### src/front_to_back_color_accumulator_macros.svh
// Assertion macros for the front-to-back color accumulator.
// Included by the RTL files that carry concurrent assertions; no other dependencies.
`ifndef FRONT_TO_BACK_COLOR_ACCUMULATOR_MACROS_SVH
`define FRONT_TO_BACK_COLOR_ACCUMULATOR_MACROS_SVH

`ifndef SYNTH

// Same-cycle implication, disabled during reset.
`define FTBCA_ASSERT_IMP(label, ck, rn, ante, cons) \
    label: assert property (@(posedge ck) disable iff (!rn) (ante) |-> (cons)) \
        else $error("ftbca assertion failed");

// Next-cycle implication, disabled during reset.
`define FTBCA_ASSERT_NXT(label, ck, rn, ante, cons) \
    label: assert property (@(posedge ck) disable iff (!rn) (ante) |=> (cons)) \
        else $error("ftbca assertion failed");

`else

`define FTBCA_ASSERT_IMP(label, ck, rn, ante, cons)
`define FTBCA_ASSERT_NXT(label, ck, rn, ante, cons)

`endif

`endif

### src/ftbca_pkg.sv
// Shared types, constants and division helpers for the color accumulator.
// No dependencies; imported by the controller, datapath and top level.
package ftbca_pkg;

    localparam int unsigned CHANNELS = 3;
    localparam int unsigned GAIN_FRAC_BITS = 12;

    localparam logic [15:0] FULL_SCALE = 16'hFFFF;
    localparam logic [16:0] FULL_SCALE_17 = 17'd65535;
    localparam logic [17:0] FULL_SCALE_18 = 18'd65535;
    localparam logic [17:0] TWO_FULL_SCALE_18 = 18'd131070;

    // Commands from the controller to the datapath, one per step.
    typedef struct packed {
        logic load;
        logic mul_at;
        logic mul_c;
        logic div1;
        logic div2;
        logic commit;
    } ftbca_cmd_t;

    // Floor division of a value below 65535*65535 by 65535.
    // With x = hi*65536 + lo, x = hi*65535 + (hi + lo), and hi + lo stays
    // below twice 65535, so one compare finishes the quotient.
    function automatic logic [15:0] div_full_32(input logic [31:0] x);
        logic [16:0] s;
        logic [16:0] q;
        s = {1'b0, x[31:16]} + {1'b0, x[15:0]};
        q = {1'b0, x[31:16]} + {16'b0, (s >= FULL_SCALE_17)};
        return q[15:0];
    endfunction

    // Floor division of a value below 65535^3 by 65535.
    // The same folding is applied twice; the last remainder stays below
    // three times 65535, so two compares give the final correction.
    function automatic logic [31:0] div_full_48(input logic [47:0] x);
        logic [32:0] y;
        logic [17:0] s;
        logic [1:0]  corr;
        logic [33:0] q;
        y = {1'b0, x[47:16]} + {17'b0, x[15:0]};
        s = {1'b0, y[32:16]} + {2'b0, y[15:0]};
        if (s >= TWO_FULL_SCALE_18) begin
            corr = 2'd2;
        end else if (s >= FULL_SCALE_18) begin
            corr = 2'd1;
        end else begin
            corr = 2'd0;
        end
        q = {2'b0, x[47:16]} + {17'b0, y[32:16]} + {32'b0, corr};
        return q[31:0];
    endfunction

endpackage

### src/ftbca_ctrl.sv
// Step sequencer and output handshake for the color accumulator.
// Depends on ftbca_pkg and the assertion macro header.
`include "front_to_back_color_accumulator_macros.svh"

module ftbca_ctrl (
    input  logic                clk,
    input  logic                rst_n,
    input  logic                in_valid,
    output logic                in_stall,
    output logic                out_valid,
    input  logic                out_stall,
    output ftbca_pkg::ftbca_cmd_t cmd
);
    import ftbca_pkg::*;

    localparam logic [2:0] ST_IDLE   = 3'd0;
    localparam logic [2:0] ST_MUL_AT = 3'd1;
    localparam logic [2:0] ST_MUL_C  = 3'd2;
    localparam logic [2:0] ST_DIV1   = 3'd3;
    localparam logic [2:0] ST_DIV2   = 3'd4;
    localparam logic [2:0] ST_BLEND  = 3'd5;

    logic [2:0] state_reg;
    logic [2:0] state_next;
    logic       out_valid_reg;
    logic       out_valid_next;
    logic       accept;
    logic       out_free;

    // A new transaction is taken only while no sample is in flight.
    assign in_stall = (state_reg != ST_IDLE);
    assign accept   = in_valid && !in_stall;
    assign out_free = !out_valid_reg || !out_stall;

    // Step commands for the datapath.
    always_comb
    begin
        cmd.load   = accept;
        cmd.mul_at = (state_reg == ST_MUL_AT);
        cmd.mul_c  = (state_reg == ST_MUL_C);
        cmd.div1   = (state_reg == ST_DIV1);
        cmd.div2   = (state_reg == ST_DIV2);
        cmd.commit = (state_reg == ST_BLEND) && out_free;
    end

    // Next state: a fixed walk through the steps, holding in the blend
    // step until the output register can take the new result.
    always_comb
    begin
        case (state_reg)
            ST_IDLE:   state_next = accept ? ST_MUL_AT : ST_IDLE;
            ST_MUL_AT: state_next = ST_MUL_C;
            ST_MUL_C:  state_next = ST_DIV1;
            ST_DIV1:   state_next = ST_DIV2;
            ST_DIV2:   state_next = ST_BLEND;
            ST_BLEND:  state_next = out_free ? ST_IDLE : ST_BLEND;
            default:   state_next = ST_IDLE;
        endcase
    end

    // The result stays valid until the receiver takes it.
    always_comb
    begin
        out_valid_next = cmd.commit || (out_valid_reg && out_stall);
    end

    always_ff @(posedge clk or negedge rst_n)
    begin
        if (!rst_n)
        begin
            state_reg     <= ST_IDLE;
            out_valid_reg <= 1'b0;
        end
        else
        begin
            state_reg     <= state_next;
            out_valid_reg <= out_valid_next;
        end
    end

    assign out_valid = out_valid_reg;

    // An accepted sample always starts with the first multiply.
    `FTBCA_ASSERT_NXT(a_accept_starts, clk, rst_n, accept, state_reg == ST_MUL_AT)
    // A commit never overwrites a result that is still held.
    `FTBCA_ASSERT_IMP(a_commit_free, clk, rst_n, cmd.commit, !(out_valid_reg && out_stall))
    // A new result only appears out of the blend step.
    `FTBCA_ASSERT_IMP(a_valid_from_blend, clk, rst_n, $rose(out_valid_reg),
                      $past(state_reg) == ST_BLEND)
    // Blend with a free output register always delivers.
    `FTBCA_ASSERT_NXT(a_blend_delivers, clk, rst_n,
                      (state_reg == ST_BLEND) && !out_valid_reg, out_valid_reg)

endmodule

### config.mk
export PLATFORM = sky130hd
export DESIGN_NAME = ftbca_ctrl
export DESIGN_NICKNAME = d
export VERILOG_FILES = /design/src/ftbca_pkg.sv /design/src/ftbca_ctrl.sv
export VERILOG_INCLUDE_DIRS = /design/src /design/src/src
export SDC_FILE = /design/constraint.sdc
export NUM_CORES = 1
export LEC_CHECK = 0
export BUFFER_PORTS_ARGS = -buffer_cell sky130_fd_sc_hd__clkbuf_2
export CAP_MARGIN = 0
export CORE_AREA = 2 2 39 41
export CTS_BUF_LIST = sky130_fd_sc_hd__clkbuf_4 sky130_fd_sc_hd__clkbuf_8 sky130_fd_sc_hd__clkbuf_16
export CTS_CLUSTER_DIAMETER = 40
export DETAILED_ROUTE_END_ITERATION = 10
export DIE_AREA = 0 0 41 43
export SKIP_LAST_GASP = 1
export SLEW_MARGIN = 0
export SYNTH_ARGS = -nofsm -noshare
export SYNTH_HDL_FRONTEND = slang
export SYNTH_SLANG_ARGS = --single-unit
export TNS_END_PERCENT = 30
### constraint.sdc
create_clock -name clk -period 2.4 [get_ports clk]
set_input_delay 0.12 -clock clk [delete_from_list [all_inputs] [get_ports clk]]
set_output_delay 0.12 -clock clk [all_outputs]
set_load 0.005 [all_outputs]
==> results.yml, run 1 <==
critical_path:
  crit_fanout: 10
  crit_chain: "or3_4, nor2_2, clkbuf_2"
  worst-path-buf-inv: 1
  crit_family: "simple AND/OR/NAND/NOR gates"
  slowest_stage: "dfrtp_1"
  critPathKind: "flip-flop to output port"
  endpoint_kind: "output port"
  setup.worst_path.start_class: "flip-flop"
  cp.required_ns: 2.28
  cp_data_arrival_time_ns: 1.32
  max_stage_delay_ns: 0.47
logic_synthesis:
  syn_nets: 32
  synth_enable_flop_cells: 0
  yosysWarnings: 0
  synth.most_common_cell: "dfrtp_1"
  synth_commonest_cells: "dfrtp_1 (4), buf_4 (3), nand2_1 (3), nor3b_1 (3), nor2_1 (2)"
  avgSynthCellArea_sq_um: 9.16
  synthTopCellsByArea: "dfrtp_1 (39%), buf_4 (8.8%), nor3b_1 (8.8%)"
  ys_ff_latch: 4
  syn_area_sq_um: 256
  synth-seq-area-share_pct: 39.0
  netlist.area_leader.share_pct: 39.0
  syn_inst: 28
  synth_cell_types: 18
  async_reset_ff_share_pct: 100
  ys.flop_type: "dfrtp_1"
  yosysTopAreaCell: "dfrtp_1"
cells_and_area:
  register_area_sq_um: 100
  multiInputGateArea_sq_um: 119
  areaGrowthSynthToFinish_pct: 28.8
  layout-drive-gt1-share_pct: 41.0
  fill_cells: 163
  nets: 45
  largest_reg_flops: 3
  antenna_cells: 0
  stdcell_count: 55
floorplan:
  coreArea_sq_um: 1380
  dieArea_sq_um: 1760
  initial_core_util_pct: 18.5
  chipHeight_microns: 43
  fp.dieW_microns: 41
  io_pins: 12
  rows: 14
pwr:
  leakage_uw: 0.000160
  swShare_pct: 38.4
  power_density_nw_per_um2: 1240
  power.switching_uw: 157
  clkPwrFrac_pct: 20.6
  seq_power_share_pct: 39.8
  p_int_uw: 253
  p_total_uw: 410
  p_comb_share_pct: 39.6
  ir_worst_vdd_v: 0.000492
global_routing:
  antenna_found_initial: 0
  top_usage_layer: "met1"
  grt_max_degree: 13
  grt_pass1_vias: 183
  met3_usage_pct: 7.85
  met1_usage_pct: 10.8
  use_met2_pct: 8.13
  grt_use_total_pct: 7.77
  grt_pass1_wl_microns: 855
  gr-total-overflow: 0
routing:
  drt_wl_total_microns: 515
  drtAntennaViolNets: 0
  via_count: 228
  first_pass_iters: 2
  vias_per_cell: 4.15
  drc: 0
  drt-initial-drc-count: 2
  wl_per_cell_microns: 9.36
min_path:
  hold_path_class: "input port to flip-flop"
status:
  outcome: "finished, final reports clean"
timing:
  timing.fmax_ghz: 0.692
  finalClockSkew_ns: 0.00101
  final-hold-violation-count: 0
  tns_ns: 0
  slew_viol_final: 0
  fin_crit_sh_pct: 60.2
  worst_pin_slew_ns: 0.354
  slew_headroom_pct: 76.4
  setup_viol: 0
  fin_crit_ns: 1.44
  rsz0062_at_grt: "false"
run:
  drv_cap: 0
clocking:
  numCtsBuffers: 3
  cts_tree: "done"
  clock_latency_ns: 0.24
  clk_path_buf_depth: 2
  cts_max_level: 1
  cts-root-buf: "clkbuf_4"
  post_cts_buffers: 0
  clock-sinks: 4
  path_clk_slew_ns: 0.04
place:
  port_buffers: 11
  dpl.cell_count: 51
  hpwlAfterDp_microns: 368
  gp_congestion: 0.669
[layer usage]
metal | part of all wire (%) | up-vias
met1 | 50 | 98
met2 | 37 | 12
li1 | - | 118
met3 | 13 | 0
met5 | 0 | -
met4 | 0 | 0
[power by group through the flow]
stage / logic, uW / registers [uW] / clock network, uW
after floorplan: 186 / 112 / 0
after global placement: 162 / 161 / 0
final: 162 / 163 / 84.6
after global routing: 185 / 173 / 95.3
after CTS: 166 / 161 / 88.4
after detailed placement: 164 / 162 / 0
[cell usage in the layout (no fill, tap or decap)]
cell           instances
or3_4                  1
nor3b_1                3
xnor2_1                1
a21oi_1                1
clkbuf_2              11
nand3_1                1
nor2_2                 1
nand2_1                3
clkbuf_4               3
a221oi_1               1
dfrtp_1                4
nor3_1                 1
nor2_1                 2
dlygate4sd3_1          1
a21boi_0               1
inv_1                  1
nand2b_1               1
o22ai_1                1
nand3b_1               1
[final timing paths]
check,from,to,slack (ns),cells after the start
max in group asynchronous,rst_n,out_valid$_DFF_PN0_,2.06,2
hold / removal,out_stall,out_valid$_DFF_PN0_,0.12,3
min in group asynchronous,rst_n,state_reg[0]$_DFF_PN0_,0.22,2
setup / recovery,state_reg[1]$_DFF_PN0_,cmd[5],0.96,3
setup reg to reg,state_reg[2]$_DFF_PN0_,state_reg[0]$_DFF_PN0_,1.36,2
hold reg to reg,out_valid$_DFF_PN0_,out_valid$_DFF_PN0_,0.53,2
[cell type report]
class,count,area share (%)
multi-input cells,19,36.0
clock buffers,3,6.82
repair buffers,12,19.7
well taps,16,6.06
inverters,1,1.14
flip-flops and latches,4,30.3
[per-stage QoR]
step                area [sq um]  setup WS, ns  util [%]  hold WS [ns]
finish                       330         0.956      23.9         0.124
global route                 330         0.872      23.9         0.137
global placement             298          1.21      21.5       -0.0727
CTS                          330         0.945      23.9         0.121
floorplan                    256          1.23         -        -0.176
detailed placement           298          1.20      21.5       -0.0697
[cell families after synthesis]
group / synth area share, %
and+or+nand+nor: 32.2
buffers and inverters: 14.6
AOI/OAI and AO/OA: 10.7
DFF: 39.0
xor gates and xnor gates: 3.42
[what timing repair did]
item / CTS / global route
endpoints found under the hold margin: 4 / 0
gates resized for setup: 0 / 0
hold buffers: 1 / 0
[worst min-delay path: cells and delay by family]
kind / cells / cell delay [ns]
buf+inv: 1 / 0.11
simple gates: 2 / 0.09
No activity file was read; power rests on OpenSTA's default activity.
==> inputs of run 2 (changes only) <==
clock period = 1.35 ns   (was 2.4 ns; I/O delays follow)
==> run 2 against run 1 <==
Net effect:
- critical path depth is the same
- clock-buffer cell count stayed put
- die area unchanged
- combinational power rose to 3.0 times the previous value
- register-to-register slack got worse by 1.1 ns
==> results.yml, run 2 (synthesis results as in run 1) <==
critical_path:
  cp_data_arrival_time_ns: 1.22
  cp.required_ns: 1.28
  ff2ff_setup_slack_ns: 0.28
  r2r_end: "state_reg[0]$_DFF_PN0_"
  endpoint_kind: "output port"
  critPathKind: "flip-flop to output port"
  crit_fanout: 4
  setup.worst_path.start_class: "flip-flop"
  reg2reg_from: "state_reg[1]$_DFF_PN0_"
  reg2regPathDepth: 4
routing:
  vias_per_cell: 4.16
  drt-initial-drc-count: 4
  drtAntennaViolNets: 0
  via_count: 258
  wl_per_cell_microns: 9.52
  first_pass_iters: 4
  drc: 0
  drt_wl_total_microns: 590
pwr:
  power_density_nw_per_um2: 2230
  ir_worst_vdd_v: 0.000830
  leakage_uw: 0.000194
cells_and_area:
  layout-drive-gt1-share_pct: 54.3
  most-common-layout-cells: "clkbuf_2 (10), buf_4 (7), nor3b_1 (3), nand2_1 (3), clkbuf_4 (3)"
  fin_util_pct: 27.8
  final_common_cell: "clkbuf_2"
  areaGrowthSynthToFinish_pct: 50.2
  antenna_cells: 0
  nets: 52
  largest_reg_flops: 3
global_routing:
  grt_use_total_pct: 8.18
  grt_pass1_wl_microns: 897
  grt_max_degree: 13
  gr-total-overflow: 0
  grt_pass1_vias: 229
  antenna_found_initial: 0
timing:
  fin_crit_ns: 1.29
  setup_viol: 0
  final-hold-violation-count: 0
  slew_headroom_pct: 83.9
  finalClockSkew_ns: 0.00111
  worst_slack_ns: 0.0635
  tns_ns: 0
  fin_crit_sh_pct: 95.3
  timing.fmax_ghz: 0.777
  worst_pin_slew_ns: 0.241
  rsz0062_at_grt: "false"
  slew_viol_final: 0
clocking:
  clk_path_buf_depth: 2
  numCtsBuffers: 3
  cts_tree: "done"
  path_clk_slew_ns: 0.03
  cts-root-buf: "clkbuf_4"
  clock_latency_ns: 0.23
  cts_max_level: 1
  clock-sinks: 4
place:
  gp_congestion: 0.721
  port_buffers: 11
  pre_cts_slack_ns: 0.222
floorplan:
  dieArea_sq_um: 1760
  fp.dieW_microns: 41
  chipHeight_microns: 43
  io_pins: 12
  initial_core_util_pct: 18.5
  rows: 14
  coreArea_sq_um: 1380
run:
  drv_cap: 0
min_path:
  hold_path_class: "input port to flip-flop"
  hold_depth: 3
  holdPathEnd: "out_valid$_DFF_PN0_"
  min_from: "out_stall"
status:
  outcome: "finished, final reports clean"
## run 2: worst max-delay path by stage
stage	end	start	cells past startpoint	slack [ns]
floorplan	cmd[5]	state_reg[1]$_DFF_PN0_	4	0.24
global placement	cmd[5]	state_reg[1]$_DFF_PN0_	3	0.23
detailed placement	cmd[5]	state_reg[1]$_DFF_PN0_	3	0.22
CTS	cmd[5]	state_reg[2]$_DFF_PN0_	3	0.04
global route	cmd[5]	state_reg[1]$_DFF_PN0_	3	0.004
finish	cmd[5]	state_reg[1]$_DFF_PN0_	3	0.06
## run 2: final cells by class
| cell class | instances | area, sq um |
|---|---|---|
| fill | 157 | 998 |
| multi-input combinational | 19 | 119 |
| timing repair buffer | 19 | 118 |
| sequential | 4 | 103 |
| clock buffer | 3 | 22.5 |
| tap | 16 | 20.0 |
| inverter | 1 | 3.75 |
## run 2: through the flow
stage	instance area (sq um)	hold slack [ns]	std cells	power, uW
floorplan	256	-0.228	28	529
global placement	305	-0.121	52	599
detailed placement	305	-0.118	52	599
CTS	355	0.0770	58	804
global route	385	0.111	62	939
finish	385	0.0861	62	861
## run 2: repair_timing
item	in CTS	in global routing
setup buffers	2	4
pin swaps	0	0
endpoints found under the hold margin	4	0
endpoints found under the setup margin	1	1
gates resized for setup	2	1
hold buffers	1	0
## run 2: routing by layer
layer  vias to the layer above  global-route usage, %  wire length [microns]
met3                         2                   5.24                     52
met2                        10                   9.06                    261
met4                         0                   8.00                      9
met5                         -                      0                      0
li1                        131                      -                      -
met1                       115                   9.84                    266
## run 2: report_power, final
part	leakage (uW)	switching (uW)	internal, uW
Clock	0.0000138	43.4	99.0
Sequential	0.0000485	56.1	177
Combinational	0.000132	201	283
Total	0.000194	301	560
## run 2: critical path, stage by stage, from the launching register on
cell and delay (ns):
dfrtp_2 0.42, or3_4 0.39, nor2_2 0.07, buf_2 0.11
==> inputs of run 3 (changes only) <==
==> constraint.sdc (replaced) <==
create_clock -name clk -period 1.42 [get_ports clk]
set_input_delay 0.071 -clock clk [delete_from_list [all_inputs] [get_ports clk]]
set_output_delay 0.071 -clock clk [all_outputs]
set_load 0.05 [all_outputs]
==> run 3 against run 2 <==
Net effect:
- critical endpoint is now cmd[3]
- register-to-register slack improved by 0.08 ns
- die area unchanged
- worst hold slack improved by 0.0064 ns
- first-iteration DRC count increased by 100%
==> results.yml, run 3 (synthesis results as in run 1) <==
routing:
  drtAntennaViolNets: 0
  via_count: 245
  drt-initial-drc-count: 8
  first_pass_iters: 4
  vias_per_cell: 4.22
  wl_per_cell_microns: 9.69
  drc: 0
  drt_wl_total_microns: 562
clocking:
  cts-root-buf: "clkbuf_4"
  path_clk_slew_ns: 0.04
  numCtsBuffers: 3
  cts_max_level: 1
  clk_path_buf_depth: 2
  clock_latency_ns: 0.24
  clock-sinks: 4
  cts_tree: "done"
floorplan:
  fp.dieW_microns: 41
  initial_core_util_pct: 18.5
  coreArea_sq_um: 1380
  io_pins: 12
  dieArea_sq_um: 1760
  chipHeight_microns: 43
  rows: 14
timing:
  fin_crit_sh_pct: 98.3
  slew_viol_final: 0
  timing.fmax_ghz: 0.717
  setup_viol: 0
  worst_slack_ns: 0.0246
  worst_pin_slew_ns: 0.278
  fin_crit_ns: 1.40
  final-hold-violation-count: 0
  rsz0062_at_grt: "true"
  finalClockSkew_ns: 0.00237
  slew_headroom_pct: 81.5
global_routing:
  gr-total-overflow: 0
  grt_pass1_vias: 208
  antenna_found_initial: 0
  grt_pass1_wl_microns: 828
  grt_use_total_pct: 8.17
  grt_max_degree: 9
place:
  hpwlAfterDp_microns: 427
  port_buffers: 11
  pre_cts_slack_ns: 0.188
  gp_congestion: 0.715
min_path:
  min_from: "out_stall"
  hold_path_class: "input port to flip-flop"
  hold_depth: 3
  holdPathEnd: "out_valid$_DFF_PN0_"
cells_and_area:
  most-common-layout-cells: "clkbuf_2 (6), clkbuf_4 (4)"
  layout-drive-gt1-share_pct: 50.0
  largest_reg_flops: 3
  final_common_cell: "clkbuf_2"
  nets: 48
  areaGrowthSynthToFinish_pct: 51.2
  antenna_cells: 0
status:
  outcome: "finished, final reports clean"
critical_path:
  r2r_end: "state_reg[0]$_DFF_PN0_"
  startpoint: "state_reg[2]$_DFF_PN0_"
  reg2reg_from: "state_reg[2]$_DFF_PN0_"
  reg2regPathDepth: 3
  setup.worst_path.start_class: "flip-flop"
  critPathKind: "flip-flop to output port"
  crit_fanout: 7
  cp.required_ns: 1.35
  ff2ff_setup_slack_ns: 0.36
  cp_data_arrival_time_ns: 1.32
  endpoint_kind: "output port"
run:
  drv_cap: 0
run 3: changes by cell type in the layout (fill, tap and decap cells not counted):
cell,change
nor2_2,-1
buf_6,+2
buf_4,-4
clkbuf_4,+1
nor2_4,+1
dfrtp_1,+1
a21oi_1,-1
clkbuf_2,-4
dfrtp_2,-1
buf_8,+1
a21oi_2,+1
run 3: worst max-delay path by stage:
| stage | endpoint |
|---|---|
| after CTS | cmd[5] |
| after global placement | cmd[0] |
| after detailed placement | cmd[5] |
| after global routing | cmd[0] |
| after floorplan | cmd[3] |
| final | cmd[3] |
run 3: stage by stage:
step	hold slack, ns	utilization (%)	area [sq um]	TNS (ns)	cells
after floorplan	-0.225	-	256	-1.07	28
after global placement	-0.119	23.1	320	0	54
after detailed placement	-0.114	23.1	320	0	54
after CTS	0.0763	26.0	360	-0.0562	58
after global routing	0.0926	28.0	388	-0.0251	58
final	0.0925	28.0	388	0	58
run 3: metal layers:
metal	track usage, %	part of all wire (%)	wire, microns	vias up
met2	8.75	45	255	10
li1	-	-	-	121
met4	10.0	1.4	8	0
met1	8.17	43	242	112
met5	0	0	0	-
met3	6.81	10	56	2
run 3: what timing repair did:
item	CTS	global route
endpoints found under the setup margin	4	5
hold buffers	1	0
hold endpoints to repair	4	0
pin swaps	0	1
setup buffers	0	0
gates resized for setup	3	13
run 3: cell type report:
cell class / count / area, sq um
fillers: 152 / 996
flip-flops and latches: 4 / 101
well taps: 16 / 20.0
multi-input cells: 19 / 128
inverters: 1 / 3.75
repair buffers: 15 / 113
clock buffers: 3 / 22.5
run 3: worst max-delay path, stage by stage, from the launching register on:
cell and delay (ns):
dfrtp_1 0.44, buf_4 0.18, nor3b_1 0.20, clkbuf_4 0.27
Power of run 3 is not shown: default switching activity piles up to over one toggle a cycle in this logic, so the estimate is an artifact.
